`src/sv/mau_pkg.sv`:
```
`default_nettype none

package mau_pkg;

    localparam int unsigned MOD_W = 16;
    localparam int unsigned OPD_W = 32;

    localparam logic [MOD_W-1:0] MOD_RESET = MOD_W'(251);
    localparam logic [MOD_W-1:0] MOD_MIN   = MOD_W'(2);

    typedef enum logic [1:0] {
        OP_ADD = 2'd0,
        OP_SUB = 2'd1,
        OP_MUL = 2'd2,
        OP_DIV = 2'd3
    } t_op;

    typedef enum logic [2:0] {
        ST_IDLE,
        ST_RED,
        ST_INV,
        ST_MUL,
        ST_DONE
    } t_state;

    typedef struct packed {
        t_op              operation;
        logic [OPD_W-1:0] operand_a;
        logic [OPD_W-1:0] operand_b;
    } t_in_beat;

    typedef struct packed {
        logic [MOD_W-1:0] result;
        logic             no_inverse;
    } t_out_beat;

    typedef struct packed {
        logic             done;
        logic             ok;
        logic [MOD_W-1:0] inv;
    } t_inv_status;

    // x + y mod m, both inputs already below m
    function automatic logic [MOD_W-1:0] add_mod(
        input logic [MOD_W-1:0] x,
        input logic [MOD_W-1:0] y,
        input logic [MOD_W-1:0] m
    );
        logic [MOD_W:0] s;
        s = {1'b0, x} + {1'b0, y};
        if (s >= {1'b0, m}) begin
            s = s - {1'b0, m};
        end
        return s[MOD_W-1:0];
    endfunction

    // x - y mod m, both inputs already below m
    function automatic logic [MOD_W-1:0] sub_mod(
        input logic [MOD_W-1:0] x,
        input logic [MOD_W-1:0] y,
        input logic [MOD_W-1:0] m
    );
        logic [MOD_W:0] s;
        if (x >= y) begin
            s = {1'b0, x} - {1'b0, y};
        end else begin
            s = {1'b0, x} + {1'b0, m} - {1'b0, y};
        end
        return s[MOD_W-1:0];
    endfunction

endpackage

`default_nettype wire

```
`src/sv/mau_reduce.sv`:
```
`default_nettype none

// bit-serial remainder of a wide operand, msb first, one bit per cycle
module mau_reduce (
    input  wire logic                      i_clk,
    input  wire logic                      i_rst_n,
    input  wire logic                      i_start,
    input  wire logic [mau_pkg::OPD_W-1:0] i_value,
    input  wire logic [mau_pkg::MOD_W-1:0] i_mod,
    output logic                           o_done,
    output logic [mau_pkg::MOD_W-1:0]      o_rem
);

    localparam int unsigned CNT_W = $clog2(mau_pkg::OPD_W);
    localparam logic [CNT_W-1:0] CNT_LAST = CNT_W'(mau_pkg::OPD_W - 1);

    logic                      r_busy;
    logic                      r_done;
    logic [CNT_W-1:0]          r_cnt;
    logic [mau_pkg::OPD_W-1:0] r_shift;
    logic [mau_pkg::MOD_W-1:0] r_rem;

    logic [mau_pkg::MOD_W:0]   n_part;
    logic [mau_pkg::MOD_W-1:0] n_rem;

    always_comb begin
        n_part = {r_rem, r_shift[mau_pkg::OPD_W-1]};
        if (n_part >= {1'b0, i_mod}) begin
            n_part = n_part - {1'b0, i_mod};
        end
        n_rem = n_part[mau_pkg::MOD_W-1:0];
    end

    always_ff @(posedge i_clk) begin
        if (!i_rst_n) begin
            r_busy <= 1'b0;
            r_done <= 1'b0;
            r_cnt  <= '0;
        end else begin
            r_done <= r_busy && (r_cnt == CNT_LAST);
            if (i_start) begin
                r_busy <= 1'b1;
                r_cnt  <= '0;
            end else if (r_busy) begin
                r_cnt <= r_cnt + CNT_W'(1);
                if (r_cnt == CNT_LAST) begin
                    r_busy <= 1'b0;
                end
            end
        end
    end

    always_ff @(posedge i_clk) begin
        if (i_start) begin
            r_shift <= i_value;
            r_rem   <= '0;
        end else if (r_busy) begin
            r_shift <= {r_shift[mau_pkg::OPD_W-2:0], 1'b0};
            r_rem   <= n_rem;
        end
    end

    assign o_done = r_done;
    assign o_rem  = r_rem;

endmodule

`default_nettype wire

```
`src/sv/mau_mulmod.sv`:
```
`default_nettype none

// interleaved modular multiply, one multiplier bit per cycle, msb first
module mau_mulmod (
    input  wire logic                      i_clk,
    input  wire logic                      i_rst_n,
    input  wire logic                      i_start,
    input  wire logic [mau_pkg::MOD_W-1:0] i_x,
    input  wire logic [mau_pkg::MOD_W-1:0] i_y,
    input  wire logic [mau_pkg::MOD_W-1:0] i_mod,
    output logic                           o_done,
    output logic [mau_pkg::MOD_W-1:0]      o_prod
);

    localparam int unsigned CNT_W = $clog2(mau_pkg::MOD_W);
    localparam logic [CNT_W-1:0] CNT_LAST = CNT_W'(mau_pkg::MOD_W - 1);

    logic                      r_busy;
    logic                      r_done;
    logic [CNT_W-1:0]          r_cnt;
    logic [mau_pkg::MOD_W-1:0] r_x;
    logic [mau_pkg::MOD_W-1:0] r_y;
    logic [mau_pkg::MOD_W-1:0] r_acc;

    logic [mau_pkg::MOD_W-1:0] n_dbl;
    logic [mau_pkg::MOD_W-1:0] n_acc;

    always_comb begin
        n_dbl = mau_pkg::add_mod(r_acc, r_acc, i_mod);
        n_acc = r_y[mau_pkg::MOD_W-1] ? mau_pkg::add_mod(n_dbl, r_x, i_mod) : n_dbl;
    end

    always_ff @(posedge i_clk) begin
        if (!i_rst_n) begin
            r_busy <= 1'b0;
            r_done <= 1'b0;
            r_cnt  <= '0;
        end else begin
            r_done <= r_busy && (r_cnt == CNT_LAST);
            if (i_start) begin
                r_busy <= 1'b1;
                r_cnt  <= '0;
            end else if (r_busy) begin
                r_cnt <= r_cnt + CNT_W'(1);
                if (r_cnt == CNT_LAST) begin
                    r_busy <= 1'b0;
                end
            end
        end
    end

    always_ff @(posedge i_clk) begin
        if (i_start) begin
            r_x   <= i_x;
            r_y   <= i_y;
            r_acc <= '0;
        end else if (r_busy) begin
            r_y   <= {r_y[mau_pkg::MOD_W-2:0], 1'b0};
            r_acc <= n_acc;
        end
    end

    assign o_done = r_done;
    assign o_prod = r_acc;

endmodule

`default_nettype wire

```
`src/sv/mau_inverse.sv`:
```
`default_nettype none

// shift-subtract euclid; cofactors kept mod m so r == t * b (mod m) always holds
module mau_inverse (
    input  wire logic                      i_clk,
    input  wire logic                      i_rst_n,
    input  wire logic                      i_start,
    input  wire logic [mau_pkg::MOD_W-1:0] i_b,
    input  wire logic [mau_pkg::MOD_W-1:0] i_mod,
    output mau_pkg::t_inv_status           o_status
);

    logic                      r_busy;
    logic [mau_pkg::MOD_W-1:0] r_r0;
    logic [mau_pkg::MOD_W-1:0] r_r1;
    logic [mau_pkg::MOD_W-1:0] r_t0;
    logic [mau_pkg::MOD_W-1:0] r_t1;
    logic [mau_pkg::MOD_W-1:0] r_d;
    logic [mau_pkg::MOD_W-1:0] r_td;

    logic                      fin;
    logic                      can_dbl;

    assign fin     = (r_r1 == '0);
    assign can_dbl = ({r_d, 1'b0} <= {1'b0, r_r0});

    always_ff @(posedge i_clk) begin
        if (!i_rst_n) begin
            r_busy <= 1'b0;
        end else if (i_start) begin
            r_busy <= 1'b1;
        end else if (r_busy && fin) begin
            r_busy <= 1'b0;
        end
    end

    always_ff @(posedge i_clk) begin
        if (i_start) begin
            r_r0 <= i_mod;
            r_r1 <= i_b;
            r_t0 <= '0;
            r_t1 <= mau_pkg::MOD_W'(1);
            r_d  <= i_b;
            r_td <= mau_pkg::MOD_W'(1);
        end else if (r_busy && !fin) begin
            if (r_r0 < r_r1) begin
                // swap roles, realign from the new smaller remainder
                r_r0 <= r_r1;
                r_r1 <= r_r0;
                r_t0 <= r_t1;
                r_t1 <= r_t0;
                r_d  <= r_r0;
                r_td <= r_t0;
            end else if (can_dbl) begin
                r_d  <= {r_d[mau_pkg::MOD_W-2:0], 1'b0};
                r_td <= mau_pkg::add_mod(r_td, r_td, i_mod);
            end else begin
                r_r0 <= r_r0 - r_d;
                r_t0 <= mau_pkg::sub_mod(r_t0, r_td, i_mod);
                r_d  <= r_r1;
                r_td <= r_t1;
            end
        end
    end

    assign o_status.done = r_busy && fin;
    assign o_status.ok   = (r_r0 == mau_pkg::MOD_W'(1));
    assign o_status.inv  = r_t0;

endmodule

`default_nettype wire

```
`src/sv/modular_arith_unit_top.sv`:
```
// channel | valid      | stall       | payload
// input   | i_in_valid | o_in_stall  | i_in_data  (mau_pkg::t_in_beat)
// output  | o_out_valid| i_out_stall | o_out_data (mau_pkg::t_out_beat)
// config  | i_cfg_we   | -           | i_cfg_data (modulus)
//
// one item at a time; both operands are reduced bit-serially. add and subtract then
// finish combinationally, multiply runs the bit-serial multiplier; divide first runs
// euclid steps, each a doubling, subtract or swap (none for a zero divisor), and then
// multiplies by the inverse, or returns zero with no_inverse set when there is none.
// synchronous active-low reset; modulus resets to 251, a value below 2 acts as 2.
// input stalls until the result moves to the output register, where it may wait.
`default_nettype none

module modular_arith_unit_top (
    input  wire logic                      i_clk,
    input  wire logic                      i_rst_n,
    input  wire logic                      i_in_valid,
    output logic                           o_in_stall,
    input  wire mau_pkg::t_in_beat         i_in_data,
    output logic                           o_out_valid,
    input  wire logic                      i_out_stall,
    output mau_pkg::t_out_beat             o_out_data,
    input  wire logic                      i_cfg_we,
    input  wire logic [mau_pkg::MOD_W-1:0] i_cfg_data
);

    mau_pkg::t_state           r_state;
    mau_pkg::t_state           n_state;
    mau_pkg::t_op              r_op;
    logic [mau_pkg::MOD_W-1:0] r_mod;
    logic [mau_pkg::MOD_W-1:0] r_res;
    logic [mau_pkg::MOD_W-1:0] n_res;
    logic                      r_flag;
    logic                      n_flag;
    logic                      r_out_vld;
    mau_pkg::t_out_beat        r_out;

    logic [mau_pkg::MOD_W-1:0] m_eff;
    logic                      in_acc;
    logic                      out_load;
    logic                      red_done_a;
    logic                      red_done_b;
    logic [mau_pkg::MOD_W-1:0] red_a;
    logic [mau_pkg::MOD_W-1:0] red_b;
    logic                      mul_start;
    logic [mau_pkg::MOD_W-1:0] mul_y;
    logic                      mul_done;
    logic [mau_pkg::MOD_W-1:0] mul_prod;
    logic                      inv_start;
    mau_pkg::t_inv_status      inv_st;

    assign m_eff  = (r_mod < mau_pkg::MOD_MIN) ? mau_pkg::MOD_MIN : r_mod;
    assign in_acc = i_in_valid && (r_state == mau_pkg::ST_IDLE);

    mau_reduce u_red_a (
        .i_clk   (i_clk),
        .i_rst_n (i_rst_n),
        .i_start (in_acc),
        .i_value (i_in_data.operand_a),
        .i_mod   (m_eff),
        .o_done  (red_done_a),
        .o_rem   (red_a)
    );

    mau_reduce u_red_b (
        .i_clk   (i_clk),
        .i_rst_n (i_rst_n),
        .i_start (in_acc),
        .i_value (i_in_data.operand_b),
        .i_mod   (m_eff),
        .o_done  (red_done_b),
        .o_rem   (red_b)
    );

    mau_inverse u_inv (
        .i_clk    (i_clk),
        .i_rst_n  (i_rst_n),
        .i_start  (inv_start),
        .i_b      (red_b),
        .i_mod    (m_eff),
        .o_status (inv_st)
    );

    mau_mulmod u_mul (
        .i_clk   (i_clk),
        .i_rst_n (i_rst_n),
        .i_start (mul_start),
        .i_x     (red_a),
        .i_y     (mul_y),
        .i_mod   (m_eff),
        .o_done  (mul_done),
        .o_prod  (mul_prod)
    );

    always_ff @(posedge i_clk) begin
        if (!i_rst_n) begin
            r_state <= mau_pkg::ST_IDLE;
        end else begin
            r_state <= n_state;
        end
    end

    always_comb begin
        n_state   = r_state;
        n_res     = r_res;
        n_flag    = r_flag;
        mul_start = 1'b0;
        mul_y     = red_b;
        inv_start = 1'b0;
        out_load  = 1'b0;
        case (r_state)
            mau_pkg::ST_IDLE: begin
                if (in_acc) begin
                    n_state = mau_pkg::ST_RED;
                end
            end
            mau_pkg::ST_RED: begin
                if (red_done_a && red_done_b) begin
                    n_flag = 1'b0;
                    case (r_op)
                        mau_pkg::OP_ADD: begin
                            n_res   = mau_pkg::add_mod(red_a, red_b, m_eff);
                            n_state = mau_pkg::ST_DONE;
                        end
                        mau_pkg::OP_SUB: begin
                            n_res   = mau_pkg::sub_mod(red_a, red_b, m_eff);
                            n_state = mau_pkg::ST_DONE;
                        end
                        mau_pkg::OP_MUL: begin
                            mul_start = 1'b1;
                            n_state   = mau_pkg::ST_MUL;
                        end
                        mau_pkg::OP_DIV: begin
                            inv_start = 1'b1;
                            n_state   = mau_pkg::ST_INV;
                        end
                        default: begin
                            n_state = mau_pkg::ST_DONE;
                        end
                    endcase
                end
            end
            mau_pkg::ST_INV: begin
                if (inv_st.done) begin
                    if (inv_st.ok) begin
                        mul_start = 1'b1;
                        mul_y     = inv_st.inv;
                        n_state   = mau_pkg::ST_MUL;
                    end else begin
                        n_res   = '0;
                        n_flag  = 1'b1;
                        n_state = mau_pkg::ST_DONE;
                    end
                end
            end
            mau_pkg::ST_MUL: begin
                if (mul_done) begin
                    n_res   = mul_prod;
                    n_state = mau_pkg::ST_DONE;
                end
            end
            mau_pkg::ST_DONE: begin
                // output register free, or its beat leaves at this edge
                if (!r_out_vld || !i_out_stall) begin
                    out_load = 1'b1;
                    n_state  = mau_pkg::ST_IDLE;
                end
            end
            default: begin
                n_state = mau_pkg::ST_IDLE;
            end
        endcase
    end

    always_ff @(posedge i_clk) begin
        if (!i_rst_n) begin
            r_mod     <= mau_pkg::MOD_RESET;
            r_out_vld <= 1'b0;
        end else begin
            if (i_cfg_we) begin
                r_mod <= i_cfg_data;
            end
            if (out_load) begin
                r_out_vld <= 1'b1;
            end else if (!i_out_stall) begin
                r_out_vld <= 1'b0;
            end
        end
    end

    always_ff @(posedge i_clk) begin
        r_res  <= n_res;
        r_flag <= n_flag;
        if (in_acc) begin
            r_op <= i_in_data.operation;
        end
        if (out_load) begin
            r_out.result     <= r_res;
            r_out.no_inverse <= r_flag;
        end
    end

    assign o_in_stall  = (r_state != mau_pkg::ST_IDLE);
    assign o_out_valid = r_out_vld;
    assign o_out_data  = r_out;

endmodule

`default_nettype wire

```
`config.mk`:
```
export PLATFORM = sky130hd
export DESIGN_NAME = modular_arith_unit_top
export DESIGN_NICKNAME = d
export VERILOG_FILES = /design/src/sv/mau_pkg.sv /design/src/sv/mau_reduce.sv /design/src/sv/mau_mulmod.sv /design/src/sv/mau_inverse.sv /design/src/sv/modular_arith_unit_top.sv
export SDC_FILE = /design/constraint.sdc
export NUM_CORES = 1
export LEC_CHECK = 0
export ABC_AREA = 1
export BUFFER_PORTS_ARGS = -buffer_cell sky130_fd_sc_hd__clkbuf_2
export CAP_MARGIN = 10
export CORE_ASPECT_RATIO = 2
export CORE_MARGIN = 2
export CORE_UTILIZATION = 30
export CTS_CLUSTER_SIZE = 24
export DETAILED_ROUTE_END_ITERATION = 6
export PLACE_DENSITY_LB_ADDON = 0.05
export SLEW_MARGIN = 20
export SYNTH_ARGS = -nofsm -noshare
export SYNTH_HDL_FRONTEND = slang
export SYNTH_SLANG_ARGS = --single-unit
```
`constraint.sdc`:
```
create_clock -name i_clk -period 6.7 [get_ports i_clk]
set_clock_uncertainty 0.15 [all_clocks]
set_input_delay 0.67 -clock i_clk [delete_from_list [all_inputs] [get_ports i_clk]]
set_output_delay 0.67 -clock i_clk [all_outputs]
set_load 0.005 [all_outputs]
```
## Yosys cells after proc, flatten, opt, wreduce, memory -nomap -nowiden

Cells that the tools add are included.

| word-level totals | value |
|---|---|
| bits of input ports | 87 |
| output and inout port bits | 19 |
| word-level logic and storage cells | 192 |
| register bits after elaboration | 317 |

| cells by class | value |
|---|---|
| bitwise operators | 1 |
| mux-type cells | 75 |
| reduce and logical (&&, ||, !) cells | 33 |
| equality and inequality tests | 21 |
| $lt $le $gt $ge | 11 |
| add/subtract/negate cells | 20 |

Operator list:

| operator | number |
|---|---|
| 16-bit two-way mux | 34 |
| 16-bit subtractor | 11 |
| 32-bit two-way mux | 4 |
| 17-bit by 16-bit >= comparator with 1-bit output | 6 |
| 16-bit by 16-bit adder with 17-bit output | 4 |
| 16-bit case mux with 3 select lines | 1 |
| 16-bit adder | 2 |
| 16-bit >= comparator | 2 |
| 16-bit case mux with 2 select lines | 1 |
| 1-bit two-way mux | 25 |
| 3-bit two-way mux | 6 |
| 17-bit by 16-bit <= comparator with 1-bit output | 1 |
| 16-bit by 1-bit == test with 1-bit output, second input constant | 1 |
| 16-bit zero test | 1 |
| 16-bit < comparator | 1 |
| 16-bit by 2-bit < comparator with 1-bit output, second input constant | 1 |
| 3-bit case mux with 5 select lines | 1 |
| 2-bit nonzero test | 7 |
| 2-bit inequality test, second input constant | 6 |
| 5-bit by 1-bit adder with 5-bit output, second input constant | 2 |
| 5-bit == test, second input constant | 2 |
| 3-bit case mux with 3 select lines | 1 |
| 2-bit AND reduction | 4 |
| 1-bit logical AND | 7 |
| other kinds (21) | 30 |

## Depth between registers and ports, before layout

| logic depth | value |
|---|---|
| word-level depth | 8 |
| gate-level depth with buffers | 40 |
| depth with buffers taken out | 40 |

## Hierarchy

A second synthesis with hierarchy kept.

| unflattened totals | value |
|---|---|
| cells, all modules | 4,547 |
| area, all modules | 30,210.2 sq um |

By module, submodules not included:

| module | area an instance (sq um) | cells an instance | times used | seq. area each (sq um) |
|---|---|---|---|---|
| mau_inverse | 10,405.0 | 1,630 | 1 | 2,422.3 |
| mau_reduce | 3,595.9 | 494 | 2 | 1,421.4 |
| modular_arith_unit_top | 6,705.2 | 975 | 1 | 1,481.4 |
| mau_mulmod | 5,908.2 | 954 | 1 | 1,401.3 |

## Worst setup path after synthesis

No wires, ideal clock.

| timing | value |
|---|---|
| path kind | reg-to-reg |
| from | reg r_mod[15] (netlist bit) |
| to | reg u_mul.r_acc, in the netlist u_mul.o_prod[5] |
| path buffers | 1 |
| cell stages (with the launch flop) | 39 |
| data arrival time | 5.024 ns |
| setup time | 0.117 ns |
| required time | 6.433 ns |
| path slack | 1.409 ns |
| clock period less this slack | 5.291 ns |
| cells stage by stage | dfxtp_1 > nor2_1 > nand2_1 > nor2_1 > nand2_1 > nand2_1 > inv_1 > ha_1 > nand2_1 > inv_1 > nand2_1 > nor2_1 > nand3_1 > nand4_2 > inv_1 > nor2_1 > ha_1 > inv_1 > (+3 left out) > nand3_1 > nand2_1 > nand3_1 > nand2_1 > xnor2_1 > inv_1 > ha_1 > a21oi_1 > o21ai_0 > a21oi_1 > nand2_1 > nand2_1 > nand3_1 > buf_2 > o21ai_0 > nor2_1 > nor2_1 > nor2_1 |

| between the ends | value |
|---|---|
| longest elaborated chain between the ends | 8 |
| elaborated cells on any way between the ends | 10 |
| those cells by class | add/sub: 3; order compare: 3; mux: 4 |

RTL lines:

| item | line | source |
|---|---|---|
| start, declared | modular_arith_unit_top.sv:30 | `logic [mau_pkg::MOD_W-1:0] r_mod;` |
| start signal, assigned | modular_arith_unit_top.sv:177 | `r_mod <= mau_pkg::MOD_RESET;` |
| start signal, assigned | modular_arith_unit_top.sv:181 | `r_mod <= i_cfg_data;` |
| 16-bit by 2-bit < comparator with 1-bit output | modular_arith_unit_top.sv:52 | `assign m_eff = (r_mod < mau_pkg::MOD_MIN) ? mau_pkg::MOD_MIN : r_mod;` |
| 16-bit two-way mux (*) | modular_arith_unit_top.sv:52 |  |
| 16-bit subtractor / 17-bit by 16-bit >= comparator with 1-bit output (equally long branches) | mau_pkg.sv:52, mau_pkg.sv:51 |  |
| 16-bit two-way mux | mau_pkg.sv:51 | `if (s >= {1'b0, m}) begin` |
| 16-bit by 16-bit adder with 17-bit output | mau_pkg.sv:50 | `s = {1'b0, x} + {1'b0, y};` |
| 16-bit subtractor / 17-bit by 16-bit >= comparator with 1-bit output (equally long branches) | mau_pkg.sv:52, mau_pkg.sv:51 |  |
| 16-bit two-way mux | mau_pkg.sv:51 |  |
| 16-bit two-way mux (*) | mau_mulmod.sv:30 | `n_acc = r_y[mau_pkg::MOD_W-1] ? mau_pkg::add_mod(n_dbl, r_x, i_mod) : n_dbl;` |
| end signal, assigned | mau_mulmod.sv:59 | `r_acc <= n_acc;` |
| end, declared | mau_mulmod.sv:23 | `logic [mau_pkg::MOD_W-1:0] r_acc;` |

Mark *: on every way between the ends. The rest lies on a longest branch, timed or not.
A chain may end at the register's enable or synchronous reset.

## Final worst setup path

| timing | value |
|---|---|
| from | reg r_mod[15] (netlist bit) |
| to | reg u_mul.r_acc, in the netlist u_mul.o_prod[12] |

Same word-level chain as after synthesis.

==> reports/metrics.cfg <==
[status]
status = completed

[power_and_ir_drop]
switching_power_mw = 4.85
p_leak_nw = 14.4
p_sw_frac = 0.475
pwr-share-seq = 0.276
p_int_mw = 5.36
irDropWorstVdd_uv = 256
combPwrFrac = 0.512
clkPwrFrac = 0.212
power.density_nw_per_um2 = 345

[cts]
post_cts_buffers = 0
clk_latency_ns = 0.60
cts_hold_buf = 0
cts_buffers = 36
cts_tree = yes
clock_sinks = 317
clockRootBuffer = clkbuf_16
cts_buffer_depth = 3
cts.repair.resized = 0
htreeDepth = 2
clk_pin_slew_ns = 0.06

[worst_hold_path]
min-delay-start = i_in_data[64]
hp-class = primary input to register
hold_depth = 1

[synth]
synth_warnings = 0
synth_nets = 4070
synth-edff-count = 180
synth_adder_area_share = 0.146
syn_inst = 3701
synthesis.area_um2 = 26300
synth_compound_area_frac = 0.154
synth_top_family_by_area = simple AND/OR/NAND/NOR gates
synth-simple-area-share = 0.254
avgSynthCellArea_um2 = 7.11
yosysSeqAreaShare = 0.310
ys.flop_type = edfxtp_1
synth_seq_cells = 317
muxShareOfSynthArea = 0
synthArstFlopShare = 0
synth_xor_area_frac = 0.0516
ys_types = 52

[grt]
grt.total_usage = 0.260
grt_pass1_vias = 26737
top_usage_layer = met2
grt_max_degree = 66
use_met1 = 0.237
grt_use_met3 = 0.0231
overflow = 0
met2_usage = 0.520
grt_pass1_wl_um = 170000
grt_antenna_before_repair = 0

[finish]
final_common_cell = nand2_1
drive_above_1_share = 0.0684
diodes = 0
final_cell_area_um2 = 29600
nNetsFinal = 4174
areaGrowthSynthToFinish_pct = 12.3
final_cell_mix = 1025 x nand2_1, 458 x inv_1, 324 x o21ai_0
final_cells = 4995
fin_util = 0.340

[sta]
final.period_utilization = 0.900
slew_headroom = 0.310
finalHoldViolations = 0
rsz0062_at_grt = false
fin_setup_tns_ns = 0
layout_setup_ws_ns = 0.670
slew_violations = 0
tightest_slew_ns = 1.03
finalCriticalPeriod_ns = 6.03
timing.fmax_ghz = 0.166
setup_viol = 0

[floorplanning]
die_area_um2 = 90300
start_util = 0.303
rows = 153
die_x_um = 213
die_h_um = 423
coreArea_um2 = 86900
io_pins = 106

[place]
postPlaceCellArea_um2 = 28300
io_buffer_count = 105
dpl_worst_slack_ns = 0.659
dp_hpwl_um = 93900
placedCellCount = 4929
place_congestion = 0.935

[critical_path]
cp.arrival_ns = 6.36
cp-start-kind = register
r2r_start = r_mod[15]$_SDFFE_PN0P_
crit_buf_inv = 4
critPathRequiredTime_ns = 7.03
crit_cells = 34
crit_family = simple AND/OR/NAND/NOR gates
endpoint_kind = register
crit_start = r_mod[15]$_SDFFE_PN0P_
crit_path_max_fanout = 24
r2r_cells = 34
crit_path_frequent_cell = nand2_1
crit_type = register to register
cpMaxStageDelayCell = fa_1
slowest_delay_ns = 0.42

[routing]
wl_per_cell_um = 23.4
wl_um = 117000
ant_nets = 0
drc = 0
drt-initial-drc-count = 1293
vias_per_cell = 5.06
firstDrtPassIters = 6
vias = 25276

[flow_run]
drv_cap = 0

[metrics by stage]
stage,total power [mW],hold slack (ns)
finish,10.2,0.106
global route,10.9,0.0862
CTS,10.3,0.0690
detailed placement,8.09,0.256
global placement,8.13,0.251
floorplan,6.20,0.250
[cell usage after synthesis (23+ instances only)]
master	number	area, um^2
clkbuf_1	63	236
fa_1	41	821
nor2_1	261	980
xor2_1	95	832
nor3_1	25	125
nand3_1	217	1090
ha_1	241	3020
nand4_1	40	250
a21o_1	23	173
edfxtp_1	180	5410
nand2_1	1028	3860
buf_2	30	150
o21ai_0	324	1620
inv_1	458	1720
dfxtp_1	137	2740
a21oi_1	279	1400
o211ai_1	41	308
xnor2_1	60	526
[cells by family after synthesis]
| logic type | Yosys count |
|---|---|
| flops | 317 |
| simple gates | 1625 |
| compound gates | 749 |
| buf+inv | 573 |
| xor+xnor | 155 |
| fa+ha+maj | 282 |
[cell type report]
| cell class | count | area [um^2] |
|---|---|---|
| inverters | 469 | 1760 |
| well taps | 1162 | 1450 |
| repair buffers | 170 | 1010 |
| clock buffers | 49 | 1040 |
| fillers | 9712 | 57300 |
| clock inverters | 17 | 180 |
| multi-input cells | 2811 | 16000 |
| flip-flops and latches | 317 | 8150 |
[final timing paths]
kind	to	slack [ns]
worst max-delay path	u_mul.o_prod[12]$_SDFFE_PP0P_	0.67
worst min-delay path	r_op[0]$_DFFE_PP_	0.11
worst max register to register	u_mul.o_prod[12]$_SDFFE_PP0P_	0.67
worst min register to register	o_out_data[16]$_DFFE_PP_	0.27
[metal layers]
layer	up-vias	part of all wire
met5	-	0
met4	0	0.084
met3	289	0.026
met2	539	0.56
met1	11971	0.33
li1	12477	-
[power groups by stage]
stage	Combinational [mW]	Sequential [mW]	Clock [mW]
after floorplan	3.44	2.75	0
after global placement	5.28	2.85	0
after detailed placement	5.24	2.85	0
after CTS	5.26	2.82	2.23
after global routing	5.80	2.85	2.27
final	5.23	2.81	2.17
Note: power is estimated with default switching activity, not from simulation.
